`config.mk`:
```
export PLATFORM = sky130hd
export DESIGN_NAME = centered_boxcar_smoother_core_flat
export DESIGN_NICKNAME = d
export VERILOG_FILES = /design/src/rtl/cbs_pkg.sv /design/src/rtl/cbs_if.sv /design/src/rtl/centered_boxcar_smoother_core.sv /design/src/rtl/cbs_ram.sv /design/src/rtl/cbs_ctrl.sv /design/src/rtl/cbs_datapath.sv /design/src/flat_wrapper.sv
export SDC_FILE = /design/constraint.sdc
export NUM_CORES = 2
export LEC_CHECK = 0
export BUFFER_PORTS_ARGS = -buffer_cell sky130_fd_sc_hd__clkbuf_2
export CAP_MARGIN = 10
export CORE_ASPECT_RATIO = 0.75
export CORE_MARGIN = 2
export CORE_UTILIZATION = 55
export CTS_CLUSTER_DIAMETER = 60
export CTS_CLUSTER_SIZE = 40
export DETAILED_ROUTE_END_ITERATION = 10
export GPL_ROUTABILITY_DRIVEN = 0
export GPL_TIMING_DRIVEN = 0
export PLACE_DENSITY = 0.71
export SYNTH_ARGS = -nofsm -noshare
export SYNTH_HDL_FRONTEND = slang
export SYNTH_HIERARCHICAL = 1
export SYNTH_SLANG_ARGS = --single-unit
```
`constraint.sdc`:
```
create_clock -name clock -period 8.2 [get_ports clock]
set_input_delay 1.23 -clock clock [delete_from_list [all_inputs] [get_ports clock]]
set_output_delay 1.23 -clock clock [all_outputs]
set_load 0.03 [all_outputs]
```
`src/rtl/cbs_pkg.sv`:
```
// ----------------------------------------------------------------------------
// cbs_pkg
// Shared constants, widths and controller/datapath link types for the
// centered boxcar smoother.
// ----------------------------------------------------------------------------
`default_nettype none

package cbs_pkg;

   // line and window limits
   localparam int MAX_HALF_WIDTH = 31;
   localparam int LINE_PIXELS    = 4096;
   localparam int HALF_W_RESET   = 2;

   // field widths
   localparam int DATA_W = 16;
   localparam int HALF_W = 5;
   localparam int SUM_W  = 22;

   // derived widths
   localparam int ACT_W       = $clog2(MAX_HALF_WIDTH + 1);
   localparam int POS_W       = $clog2(LINE_PIXELS);
   localparam int CNT_W       = $clog2(2 * MAX_HALF_WIDTH + 2);
   localparam int STORE_AW    = $clog2(2 * MAX_HALF_WIDTH + 2);
   localparam int STORE_DEPTH = 1 << STORE_AW;
   localparam int ITER_W      = $clog2(SUM_W + 1);

   // controller to datapath commands
   typedef struct packed {
      logic accept;     // take the input item, write it to the ring
      logic update;     // fold new sample in, drop the expired one
      logic div_load;   // start a division of the window sum
      logic div_step;   // one restoring division step
      logic out_load;   // move the quotient into the output register
      logic rd_drop;    // address the ring at the sample leaving the window
      logic drop;       // subtract the sample leaving the window
   } cmd_type;

   // datapath to controller status
   typedef struct packed {
      logic more;       // results still pending for this item
      logic div_done;   // quotient ready
      logic out_free;   // output register can take a new result
   } status_type;

endpackage

`default_nettype wire

```
`src/rtl/cbs_if.sv`:
```
// ----------------------------------------------------------------------------
// cbs_if
// Valid/ready channels of the smoother: pixel input, result output and the
// half-width register write port.
// ----------------------------------------------------------------------------
`default_nettype none

interface cbs_req_if;
   logic                       valid;
   logic                       ready;
   logic [cbs_pkg::DATA_W-1:0] sample;
   logic                       line_end;

   modport source (output valid, output sample, output line_end, input ready);
   modport sink   (input valid, input sample, input line_end, output ready);
endinterface

interface cbs_rsp_if;
   logic                       valid;
   logic                       ready;
   logic [cbs_pkg::DATA_W-1:0] smoothed;
   logic                       line_done;

   modport source (output valid, output smoothed, output line_done, input ready);
   modport sink   (input valid, input smoothed, input line_done, output ready);
endinterface

interface cbs_csr_if;
   logic                       valid;
   logic                       ready;
   logic [cbs_pkg::HALF_W-1:0] half_width;

   modport source (output valid, output half_width, input ready);
   modport sink   (input valid, input half_width, output ready);
endinterface

`default_nettype wire

```
`src/rtl/centered_boxcar_smoother_core.sv`:
```
// Flow: a pixel that completes a window yields one result; at a line end the
// further results are flushed one after another. A new pixel is taken only once
// the results due for the last one are out; each result is set by the 22-step
// restoring divider (one quotient bit a cycle), and output stalls hold the
// sequencer.
// Reset: synchronous, clears line state and output valid; half-width becomes 2.
// ----------------------------------------------------------------------------
// centered_boxcar_smoother_core
// Centered moving average over one line of pixels with a window clipped at
// both line ends; a running sum over a sample ring feeds a serial divider.
// ----------------------------------------------------------------------------
`default_nettype none

module centered_boxcar_smoother_core (
   input wire logic clock,
   input wire logic reset,
   cbs_req_if.sink  req_chan,
   cbs_rsp_if.source rsp_chan,
   cbs_csr_if.sink  csr_chan
);

   cbs_pkg::cmd_type    cmd;
   cbs_pkg::status_type status;
   logic                req_ready;

   // sequencer
   cbs_ctrl u_ctrl (
      .clock     (clock),
      .reset     (reset),
      .req_valid (req_chan.valid),
      .req_ready (req_ready),
      .status    (status),
      .cmd       (cmd)
   );

   // ring, sum, divider and output register
   cbs_datapath u_datapath (
      .clock          (clock),
      .reset          (reset),
      .cmd            (cmd),
      .status         (status),
      .req_sample     (req_chan.sample),
      .req_line_end   (req_chan.line_end),
      .csr_valid      (csr_chan.valid),
      .csr_half_width (csr_chan.half_width),
      .rsp_valid      (rsp_chan.valid),
      .rsp_ready      (rsp_chan.ready),
      .rsp_smoothed   (rsp_chan.smoothed),
      .rsp_line_done  (rsp_chan.line_done)
   );

   assign req_chan.ready = req_ready;
   assign csr_chan.ready = 1'b1;

`ifndef SYNTHESIS
   // a transfer moves the sequencer out of idle, so input is not ready in the next cycle
   a_busy_after_req: assert property (@(posedge clock) disable iff (reset)
      (req_chan.valid && req_chan.ready) |=> !req_chan.ready)
      else $error("input ready right after a transfer");

   // a new result never overwrites one still waiting
   a_no_overwrite: assert property (@(posedge clock) disable iff (reset)
      cmd.out_load |-> (!rsp_chan.valid || rsp_chan.ready))
      else $error("result register overwritten");

   // a loaded result is presented in the next cycle
   a_out_shown: assert property (@(posedge clock) disable iff (reset)
      cmd.out_load |=> rsp_chan.valid)
      else $error("loaded result not presented");
`endif

endmodule

`default_nettype wire

```
`src/rtl/cbs_ram.sv`:
```
// ----------------------------------------------------------------------------
// cbs_ram
// Generic simple dual-port RAM, one write and one registered read port.
// ----------------------------------------------------------------------------
`default_nettype none

module cbs_ram #(
   parameter int WIDTH = 16,
   parameter int DEPTH = 64
) (
   input  wire logic                     clock,
   input  wire logic                     wr_en,
   input  wire logic [$clog2(DEPTH)-1:0] wr_addr,
   input  wire logic [WIDTH-1:0]         wr_data,
   input  wire logic [$clog2(DEPTH)-1:0] rd_addr,
   output      logic [WIDTH-1:0]         rd_data
);

   logic [WIDTH-1:0] mem_ff [DEPTH];
   logic [WIDTH-1:0] rd_data_ff;

   // write port and registered read
   always_ff @(posedge clock) begin
      if (wr_en) begin
         mem_ff[wr_addr] <= wr_data;
      end
      rd_data_ff <= mem_ff[rd_addr];
   end

   assign rd_data = rd_data_ff;

endmodule

`default_nettype wire

```
`src/rtl/cbs_ctrl.sv`:
```
// ----------------------------------------------------------------------------
// cbs_ctrl
// Sequencer of the smoother: accepts a pixel, updates the running window
// sum, then runs one division and one output transfer per pending result.
// ----------------------------------------------------------------------------
`default_nettype none

module cbs_ctrl (
   input  wire logic                clock,
   input  wire logic                reset,
   input  wire logic                req_valid,
   output      logic                req_ready,
   input  wire cbs_pkg::status_type status,
   output      cbs_pkg::cmd_type    cmd
);

   typedef enum logic [6:0] {
      ST_IDLE   = 7'b0000001,
      ST_UPDATE = 7'b0000010,
      ST_LOAD   = 7'b0000100,
      ST_DIV    = 7'b0001000,
      ST_OUT    = 7'b0010000,
      ST_NEXT   = 7'b0100000,
      ST_DROP   = 7'b1000000
   } state_type;

   state_type state_ff;
   state_type state_in;

   // next state and commands
   always_comb begin
      state_in = state_ff;
      cmd      = '0;
      case (state_ff)
         ST_IDLE: begin
            if (req_valid) begin
               cmd.accept = 1'b1;
               state_in   = ST_UPDATE;
            end
         end
         ST_UPDATE: begin
            cmd.update = 1'b1;
            state_in   = status.more ? ST_LOAD : ST_IDLE;
         end
         ST_LOAD: begin
            cmd.div_load = 1'b1;
            state_in     = ST_DIV;
         end
         ST_DIV: begin
            if (status.div_done) begin
               state_in = ST_OUT;
            end else begin
               cmd.div_step = 1'b1;
            end
         end
         ST_OUT: begin
            if (status.out_free) begin
               cmd.out_load = 1'b1;
               state_in     = ST_NEXT;
            end
         end
         ST_NEXT: begin
            if (status.more) begin
               cmd.rd_drop = 1'b1;
               state_in    = ST_DROP;
            end else begin
               state_in = ST_IDLE;
            end
         end
         ST_DROP: begin
            cmd.drop = 1'b1;
            state_in = ST_LOAD;
         end
         default: begin
            state_in = ST_IDLE;
         end
      endcase
   end

   // state register
   always_ff @(posedge clock) begin
      if (reset) begin
         state_ff <= ST_IDLE;
      end else begin
         state_ff <= state_in;
      end
   end

   assign req_ready = (state_ff == ST_IDLE);

endmodule

`default_nettype wire

```
`src/rtl/cbs_datapath.sv`:
```
// ----------------------------------------------------------------------------
// cbs_datapath
// Sample ring, running window sum, line counters, restoring divider and the
// output register of the smoother.
// ----------------------------------------------------------------------------
`default_nettype none

module cbs_datapath (
   input  wire logic                       clock,
   input  wire logic                       reset,
   input  wire cbs_pkg::cmd_type           cmd,
   output      cbs_pkg::status_type        status,
   input  wire logic [cbs_pkg::DATA_W-1:0] req_sample,
   input  wire logic                       req_line_end,
   input  wire logic                       csr_valid,
   input  wire logic [cbs_pkg::HALF_W-1:0] csr_half_width,
   output      logic                       rsp_valid,
   input  wire logic                       rsp_ready,
   output      logic [cbs_pkg::DATA_W-1:0] rsp_smoothed,
   output      logic                       rsp_line_done
);

   localparam int POS_W = cbs_pkg::POS_W;
   localparam int ACT_W = cbs_pkg::ACT_W;
   localparam int CNT_W = cbs_pkg::CNT_W;
   localparam int SUM_W = cbs_pkg::SUM_W;
   localparam int AW    = cbs_pkg::STORE_AW;

   // configuration and line state
   logic [cbs_pkg::HALF_W-1:0] half_width_ff;
   logic [ACT_W-1:0]           active_half_ff;
   logic [POS_W-1:0]           pos_ff;
   logic [POS_W-1:0]           cur_r_ff;
   logic                       end_ff;
   // one bit wider so a full-length line can count past its last position
   logic [POS_W:0]             emit_ff;
   logic [cbs_pkg::DATA_W-1:0] sample_ff;
   logic [SUM_W-1:0]           sum_ff;

   // divider
   logic [CNT_W-1:0]           rem_ff;
   logic [SUM_W-1:0]           quo_ff;
   logic [CNT_W-1:0]           div_ff;
   logic [cbs_pkg::ITER_W-1:0] iter_ff;

   // output register
   logic                       rsp_valid_ff;
   logic [cbs_pkg::DATA_W-1:0] rsp_smoothed_ff;
   logic                       rsp_line_done_ff;

   logic [ACT_W-1:0]           half_sat;
   logic [ACT_W-1:0]           h_acc;
   logic                       line_end_acc;
   logic [POS_W:0]             old_idx_acc;
   logic [POS_W-1:0]           h_cur;
   logic [POS_W:0]             span_cur;
   logic                       old_valid;
   logic [POS_W-1:0]           lo;
   logic [POS_W-1:0]           cnt_full;
   logic [POS_W:0]             target;
   logic                       drop_valid;
   logic [POS_W-1:0]           drop_idx;
   logic [AW-1:0]              rd_addr;
   logic [cbs_pkg::DATA_W-1:0] rd_data;
   logic [SUM_W-1:0]           sum_base;
   logic [SUM_W-1:0]           sum_in;
   logic [CNT_W:0]             rem_sh;
   logic                       q_bit;
   logic [CNT_W-1:0]           rem_in;

   // half-width in use: latched at the first pixel of a line, saturated
   assign half_sat = (32'(half_width_ff) > cbs_pkg::MAX_HALF_WIDTH)
                   ? ACT_W'(cbs_pkg::MAX_HALF_WIDTH) : ACT_W'(half_width_ff);
   assign h_acc    = (pos_ff == '0) ? half_sat : active_half_ff;

   // line end, forced on an overlong line
   assign line_end_acc = req_line_end || (pos_ff == POS_W'(cbs_pkg::LINE_PIXELS - 1));

   // sample that leaves the window when a new one arrives: r - 2h - 1
   assign old_idx_acc = {1'b0, pos_ff} - (POS_W+1)'({h_acc, 1'b1});
   assign h_cur       = POS_W'(active_half_ff);
   assign span_cur    = (POS_W+1)'({active_half_ff, 1'b1});
   assign old_valid   = ({1'b0, cur_r_ff} >= span_cur);

   // clipped window of the result about to be computed
   assign lo       = (emit_ff >= {1'b0, h_cur}) ? POS_W'(emit_ff - {1'b0, h_cur}) : '0;
   assign cnt_full = cur_r_ff - lo + POS_W'(1);

   // results due after this item
   always_comb begin
      if (end_ff) begin
         target = {1'b0, cur_r_ff} + (POS_W+1)'(1);
      end else if (cur_r_ff >= h_cur) begin
         target = {1'b0, cur_r_ff - h_cur} + (POS_W+1)'(1);
      end else begin
         target = '0;
      end
   end

   // sample that leaves the window between two flushed results
   assign drop_valid = (emit_ff > {1'b0, h_cur});
   assign drop_idx   = POS_W'(emit_ff - (POS_W+1)'(1) - {1'b0, h_cur});

   // ring read address
   assign rd_addr = cmd.rd_drop ? drop_idx[AW-1:0] : old_idx_acc[AW-1:0];

   cbs_ram #(
      .WIDTH (cbs_pkg::DATA_W),
      .DEPTH (cbs_pkg::STORE_DEPTH)
   ) u_ring (
      .clock   (clock),
      .wr_en   (cmd.accept),
      .wr_addr (pos_ff[AW-1:0]),
      .wr_data (req_sample),
      .rd_addr (rd_addr),
      .rd_data (rd_data)
   );

   // running window sum
   assign sum_base = (cur_r_ff == '0) ? '0 : sum_ff;
   always_comb begin
      sum_in = sum_ff;
      if (cmd.update) begin
         sum_in = sum_base + SUM_W'(sample_ff)
                - (old_valid ? SUM_W'(rd_data) : '0);
      end else if (cmd.drop) begin
         sum_in = sum_ff - (drop_valid ? SUM_W'(rd_data) : '0);
      end
   end

   // restoring division step
   assign rem_sh = {rem_ff, quo_ff[SUM_W-1]};
   assign q_bit  = (rem_sh >= {1'b0, div_ff});
   assign rem_in = q_bit ? CNT_W'(rem_sh - {1'b0, div_ff}) : CNT_W'(rem_sh);

   // control registers
   always_ff @(posedge clock) begin
      if (reset) begin
         half_width_ff  <= cbs_pkg::HALF_W'(cbs_pkg::HALF_W_RESET);
         active_half_ff <= '0;
         pos_ff         <= '0;
         emit_ff        <= '0;
         sum_ff         <= '0;
         iter_ff        <= '0;
         rsp_valid_ff   <= 1'b0;
      end else begin
         if (csr_valid) begin
            half_width_ff <= csr_half_width;
         end
         if (cmd.accept) begin
            active_half_ff <= h_acc;
            pos_ff         <= line_end_acc ? '0 : pos_ff + POS_W'(1);
            if (pos_ff == '0) begin
               emit_ff <= '0;
            end
         end
         if (cmd.out_load) begin
            emit_ff <= emit_ff + (POS_W+1)'(1);
         end
         sum_ff <= sum_in;
         if (cmd.div_load) begin
            iter_ff <= cbs_pkg::ITER_W'(SUM_W);
         end else if (cmd.div_step) begin
            iter_ff <= iter_ff - cbs_pkg::ITER_W'(1);
         end
         if (cmd.out_load) begin
            rsp_valid_ff <= 1'b1;
         end else if (rsp_ready) begin
            rsp_valid_ff <= 1'b0;
         end
      end
   end

   // payload registers
   always_ff @(posedge clock) begin
      if (cmd.accept) begin
         cur_r_ff  <= pos_ff;
         end_ff    <= line_end_acc;
         sample_ff <= req_sample;
      end
      if (cmd.div_load) begin
         rem_ff <= '0;
         quo_ff <= sum_ff;
         div_ff <= CNT_W'(cnt_full);
      end else if (cmd.div_step) begin
         rem_ff <= rem_in;
         quo_ff <= {quo_ff[SUM_W-2:0], q_bit};
      end
      if (cmd.out_load) begin
         rsp_smoothed_ff  <= quo_ff[cbs_pkg::DATA_W-1:0];
         rsp_line_done_ff <= end_ff && (emit_ff == {1'b0, cur_r_ff});
      end
   end

   assign status.more     = (emit_ff < target);
   assign status.div_done = (iter_ff == '0);
   assign status.out_free = !rsp_valid_ff || rsp_ready;

   assign rsp_valid     = rsp_valid_ff;
   assign rsp_smoothed  = rsp_smoothed_ff;
   assign rsp_line_done = rsp_line_done_ff;

endmodule

`default_nettype wire
```
`src/flat_wrapper.sv`:
```
// flat-port wrapper written by rule: the top's interface ports become plain ports
module centered_boxcar_smoother_core_flat 
  (clock, reset, req_chan_valid, req_chan_sample, req_chan_line_end, req_chan_ready, rsp_chan_valid, rsp_chan_smoothed, rsp_chan_line_done, rsp_chan_ready, csr_chan_valid, csr_chan_half_width, csr_chan_ready);
  cbs_req_if req_chan_i ();
  cbs_rsp_if rsp_chan_i ();
  cbs_csr_if csr_chan_i ();
  input wire logic clock;
  input wire logic reset;
  input wire logic [$bits(req_chan_i.valid)-1:0] req_chan_valid;
  input wire logic [$bits(req_chan_i.sample)-1:0] req_chan_sample;
  input wire logic [$bits(req_chan_i.line_end)-1:0] req_chan_line_end;
  output wire logic [$bits(req_chan_i.ready)-1:0] req_chan_ready;
  output wire logic [$bits(rsp_chan_i.valid)-1:0] rsp_chan_valid;
  output wire logic [$bits(rsp_chan_i.smoothed)-1:0] rsp_chan_smoothed;
  output wire logic [$bits(rsp_chan_i.line_done)-1:0] rsp_chan_line_done;
  input wire logic [$bits(rsp_chan_i.ready)-1:0] rsp_chan_ready;
  input wire logic [$bits(csr_chan_i.valid)-1:0] csr_chan_valid;
  input wire logic [$bits(csr_chan_i.half_width)-1:0] csr_chan_half_width;
  output wire logic [$bits(csr_chan_i.ready)-1:0] csr_chan_ready;
  assign req_chan_i.valid = req_chan_valid;
  assign req_chan_i.sample = req_chan_sample;
  assign req_chan_i.line_end = req_chan_line_end;
  assign req_chan_ready = req_chan_i.ready;
  assign rsp_chan_valid = rsp_chan_i.valid;
  assign rsp_chan_smoothed = rsp_chan_i.smoothed;
  assign rsp_chan_line_done = rsp_chan_i.line_done;
  assign rsp_chan_i.ready = rsp_chan_ready;
  assign csr_chan_i.valid = csr_chan_valid;
  assign csr_chan_i.half_width = csr_chan_half_width;
  assign csr_chan_ready = csr_chan_i.ready;
  centered_boxcar_smoother_core u_core (.clock(clock), .reset(reset), .req_chan(req_chan_i), .rsp_chan(rsp_chan_i), .csr_chan(csr_chan_i));
endmodule
```
# After elaboration in Yosys (flattened, before gate mapping)
# Memories as Yosys holds them, arrays and structs flattened. A register that Yosys moved wholly into a read port is not among the register bits.
# Index checks and enable logic that the tools add are counted.
dict set report totals {
  regBits 150
  ram_bits 1024
  output_inout_bits 20
  elab_cells 107
  n_memories 1
}
# name depth width read_ports rd_ports_with_merged_regs wr line
set memory_table {}
lappend memory_table {u_core.u_datapath.u_ring.mem_ff 64 16 1 1 1 cbs_ram.sv:19} ;# logic [WIDTH-1:0] mem_ff [DEPTH];
dict set report op_classes {
  addsub 16
  magnitude_cmp 6
  eq_ne 12
  muxes 40
  n_reduce_logical 15
}
# operator n
set op_table {}
lappend op_table {{2-to-1 mux 22 bit} 5}
lappend op_table {{2-to-1 mux 13 bit} 5}
lappend op_table {{case mux 7 bit (7 select lines)} 1}
lappend op_table {{subtractor 22 x 16 -> 22 bit} 2}
lappend op_table {{2-to-1 mux 16 bit} 2}
lappend op_table {{2-to-1 mux 7 bit} 4}
lappend op_table {{adder 12 x 1 -> 13 bit, second input constant} 2}
lappend op_table {{zero test 12 bit} 2}
lappend op_table {{adder 22 x 16 -> 22 bit} 1}
lappend op_table {{2-to-1 mux 6 bit} 3}
lappend op_table {{subtractor 6 bit} 3}
lappend op_table {{2-to-1 mux 1 bit} 15}
lappend op_table {{2-to-1 mux 5 bit} 3}
lappend op_table {{adder 13 x 1 -> 13 bit, second input constant} 1}
lappend op_table {{equality test 13 x 12 -> 1 bit} 1}
lappend op_table {{greater-or-equal comparator 13 x 5 -> 1 bit} 1}
lappend op_table {{greater-than comparator 13 x 5 -> 1 bit} 1}
lappend op_table {{< comparator 13 bit} 1}
lappend op_table {{adder 12 x 1 -> 12 bit, second input constant} 1}
lappend op_table {{equality test 12 bit, second input constant} 1}
lappend op_table {{greater-or-equal comparator 12 x 5 -> 1 bit} 1}
lappend op_table {{greater-or-equal comparator 12 x 6 -> 1 bit} 1}
lappend op_table {{2-to-1 mux 12 bit} 1}
lappend op_table {{subtractor 12 x 5 -> 12 bit} 1}
lappend op_table {{other kinds (23)} 30}

# Logic depth before layout (Yosys ltp)
dict set report depth {
  ltp_word 8
  mapped_depth 33
  ltp_nobuf 27
}

# Hierarchy
# Netlist, hierarchy kept.
# mod n_inst cells_per_inst area_each_um2 seq_area_each_um2
set modules_own_cells {}
lappend modules_own_cells {cbs_ram 1 1829 40042.2 31069.8}
lappend modules_own_cells {cbs_datapath 1 1215 11018.1 3603.5}
lappend modules_own_cells {cbs_ctrl 1 53 471.7 140.1}
lappend modules_own_cells {centered_boxcar_smoother_core 1 2 11.3 0.0}

# Worst setup path before layout
# Ideal clock, no wire load.
dict set report synth_path {
  path_type {register -> register}
  start {register u_core.u_datapath.cur_r_ff[0]}
  end {register u_core.u_datapath.u_ring.rd_data_ff[12] (netlist: u_core/u_datapath/u_ring/rd_data[12]), read port of u_core.u_datapath.u_ring.mem_ff}
  setup_time_ns 0.116
  arrival_time_ns 5.916
  required_time_ns 8.084
  path_slack_ns 2.168
  path_stages_with_launch 31
  period_less_slack_ns 6.032
  path_cell_list {edfxtp_1 > inv_1 > ha_1 > inv_1 > fa_1 > a211oi_2 > o21ai_1 > xor2_1 > nand4b_1 > nor3_1 > nor2_1 > a22oi_1 > ha_1 > nor2b_1 > o21ai_0 > nand2b_1 > a211oi_1 > o21bai_1 > a221oi_1 > nor4b_1 > and3_1 > clkbuf_1 > nand2_1 > o21ai_0 > buf_6 > buf_6 > buf_4 > mux4_2 > a22oi_1 > nand3_1 > and4_1}
}
# item line
set synth_rtl {}
lappend synth_rtl {{start, declared} cbs_datapath.sv:33} ;# logic [POS_W-1:0] cur_r_ff;
lappend synth_rtl {{start signal, assigned} cbs_datapath.sv:177} ;# cur_r_ff <= pos_ff;
lappend synth_rtl {{end, declared} cbs_ram.sv:20} ;# logic [WIDTH-1:0] rd_data_ff;

==> flow_summary.toml <==
[die]
die_area_mm2 = 0.09620
ios = 47
die_y_um = 269.1
row_count = 97
die_x_um = 357.5
initial_utilization = 0.5537
core_mm2 = 0.09309

[sta]
finClkSkew_ns = 0.04957
hold_slack_ns = 0.4630
max_freq_mhz = 129.1
rsz0062_at_grt = "no"
min_period_over_period = 0.9444
setup_viol = 0
min_period_ns = 7.744
drv_slew = 0
hold_viol = 0
worst_pin_slew_ns = 1.146
relSlewSlack = 0.2345

[synth]
synth_cell_type_count = 98
synth_cells = 3099
ys_seq_area_frac = 0.6754
synth_nets = 3242
avgSynthCellArea_um2 = 16.63
ys.flop_type = "edfxtp_1"
yosysWarnings = 6
ys_ff_latch = 1190
async_flop_share = 0
synth_area_mm2 = 0.05154
synth_edf_count = 1098

[layout]
regArea_mm2 = 0.03481
synthToLayoutAreaGrowth_pct = 9.877
n_fill_cell = 6586
final_nets = 3393
layout_commonest_cell = "edfxtp_1"
antenna_cells = 0
multi_input_area_mm2 = 0.01573
final_cells = 4532
drive_gt1_frac = 0.2127
final_cell_mix = "edfxtp_1, mux4_2, nand2_1"

[routing]
drtIter0Drc = 4025
vias = 29671
avgViaCountPerCell = 6.547
dr.pass1.iters = 6
postRouteAntennaNets = 0
wl_per_cell_um = 29.04
drt_wl_total_mm = 131.6
drc = 0

[clocking]
cts-root-buf = "clkbuf_16"
cts_tree = "yes"
cts.sinks = 1190
clk_pin_slew_worst_paths_ns = 0.11
clk_path_buf_depth = 3
clock_latency_ns = 0.70
ctsHoldBuffers = 0
cts_max_level = 2
cts_made_buffers = 55

[worst_setup_path]
endpoint = "u_core/u_datapath/u_ring/rd_data[3]"
r2r-end = "u_core/u_datapath/u_ring/rd_data[3]"
reg2reg_from = "u_core/u_datapath/cur_r_ff[0]"
crit_type = "reg -> reg"
rr_worst_depth = 29
slowest_delay_ns = 0.47
worst_ep_arrival_time_ns = 8.28
critPathRequiredTime_ns = 8.73
crit_slowest_cell = "a311oi_2"
worstSetupStartpoint = "u_core/u_datapath/cur_r_ff[0]"
startpoint_type = "flip-flop"
cp_max_fo = 10
cp-end-kind = "flip-flop"
worst-r2r-setup-slack_ns = 0.46

[global_route]
antenna_found_initial = 6
grt_overflow = 0
grt_usage = 0.2725
grt_pass1_wl_mm = 191.3
grt_max_degree = 66
first_global_vias = 28257

[power]
power_per_cell_area_mw_per_mm2 = 272.8
ir_drop_v = 0.0002231
p_leak_nw = 18.85
power_mw = 15.45

[run]
cap_violations = 0

[placed_design]
dp_cells = 4428
portBuffers = 44
place_hpwl_mm = 90.89

[min_path]
min_path_type = "reg -> reg"
hold_start = "u_core/u_datapath/quo_ff[12]"

[run_status]
status = "finished clean"
-- cells in the mapped netlist, drive strengths merged (51+ instances only) --
library cell / instances / area, um^2
mux4: 224 / 5060
nor2: 177 / 669.4
mux2i: 108 / 1081
dfxtp: 92 / 1842
mux2: 51 / 574.3
ha: 93 / 1164
xnor2: 62 / 543.0
inv: 100 / 375.4
clkbuf: 57 / 221.5
a21oi: 90 / 495.5
o21ai: 64 / 327.8
nand2: 170 / 645.6
edfxtp: 1098 / 32970
nand3: 58 / 290.3
a22oi: 51 / 382.9
buf: 99 / 744.5
nor2b: 52 / 325.3
-- sequential cells by signal, indices dropped and copies added, names as in the netlist, 6 cells and up --
register                          flops
u_core/u_datapath/u_ring/mem_ff    1024
u_core/u_datapath/quo_ff             22
u_core/u_datapath/sum_ff             22
u_core/u_datapath/rsp_smoothed       16
u_core/u_datapath/sample_ff          16
u_core/u_datapath/u_ring/rd_data     16
u_core/u_datapath/emit_ff            13
u_core/u_datapath/cur_r_ff           12
u_core/u_datapath/pos_ff             12
u_core/u_ctrl/state_ff                7
u_core/u_datapath/div_ff              6
u_core/u_datapath/rem_ff              6
-- area by class of cell --
type / count / share of cell area
Sequential cell: 1190 / 0.6147
Multi-Input combinational cell: 1652 / 0.2777
Tap cell: 1237 / 0.02733
Clock buffer: 55 / 0.02430
Buffer: 155 / 0.01754
Timing Repair Buffer: 95 / 0.01730
Clock inverter: 47 / 0.01445
Inverter: 101 / 0.006694
-- kinds of logic after synthesis --
| kind of cell | count (synthesis) | synth area share |
|---|---|---|
| compound gates | 390 | 0.05416 |
| buf+inv | 257 | 0.02610 |
| simple gates | 651 | 0.06360 |
| mux | 383 | 0.1303 |
| other cells | 1 | 0.00007275 |
| fa+ha+maj | 116 | 0.03151 |
| flops | 1190 | 0.6754 |
| xor+xnor | 111 | 0.01886 |
-- metal layers --
metal	global-route usage	part of all wire
met3	0.06829	0.13
met4	0.07486	0.032
met1	0.4226	0.41
met2	0.3846	0.43
met5	0.01000	0.0011
-- where the power goes --
part	internal, mW	leakage [nW]	switching [mW]
clock	1.46	1.03	2.19
sequential	6.73	10.6	0.0947
combinational	1.91	7.18	3.06
-- what timing repair did --
item                                    4_1_cts  5_1_grt
gates resized for setup                      16       35
endpoints found under the setup margin       16       16
buffers inserted                              0        1
-- how the worst min path moves through the flow --
| stage | slack (ns) | depth (start not counted) | end |
|---|---|---|---|
| finish | 0.46 | 0 | u_core/u_datapath/rsp_smoothed[12] |
| global route | 0.48 | 0 | u_core/u_datapath/rsp_smoothed[12] |
| CTS | 0.46 | 0 | u_core/u_datapath/rsp_smoothed[12] |
| detailed placement | 0.44 | 0 | u_core/u_datapath/rsp_smoothed[13] |
| global placement | 0.44 | 0 | u_core/u_datapath/rsp_smoothed[13] |
| floorplan | 0.42 | 0 | u_core/u_datapath/rsp_smoothed[0] |
-- stage by stage --
stage	setup TNS (ns)	utilization	cell area [um^2]	worst slack [ns]
6_report	0	0.6084	56630	0.4556
5_1_grt	0	0.6084	56630	0.04536
4_1_cts	-0.02708	0.6064	56450	-0.02708
3_5_place_dp	-6.302	0.5821	54190	-0.9061
3_3_place_gp	-2.166	0.5727	53310	-0.6316
2_1_floorplan	0	-	51540	2.168
-- worst max-delay path, delay by kind of cell, from the launching register on --
family / cells / cell delay [ns]
compound gates: 12 / 3.16
simple gates: 6 / 0.99
buf+inv: 8 / 2.08
flops: 1 / 0.45
fa+ha+maj: 3 / 0.88
Note: power is estimated with default switching activity, not from simulation.
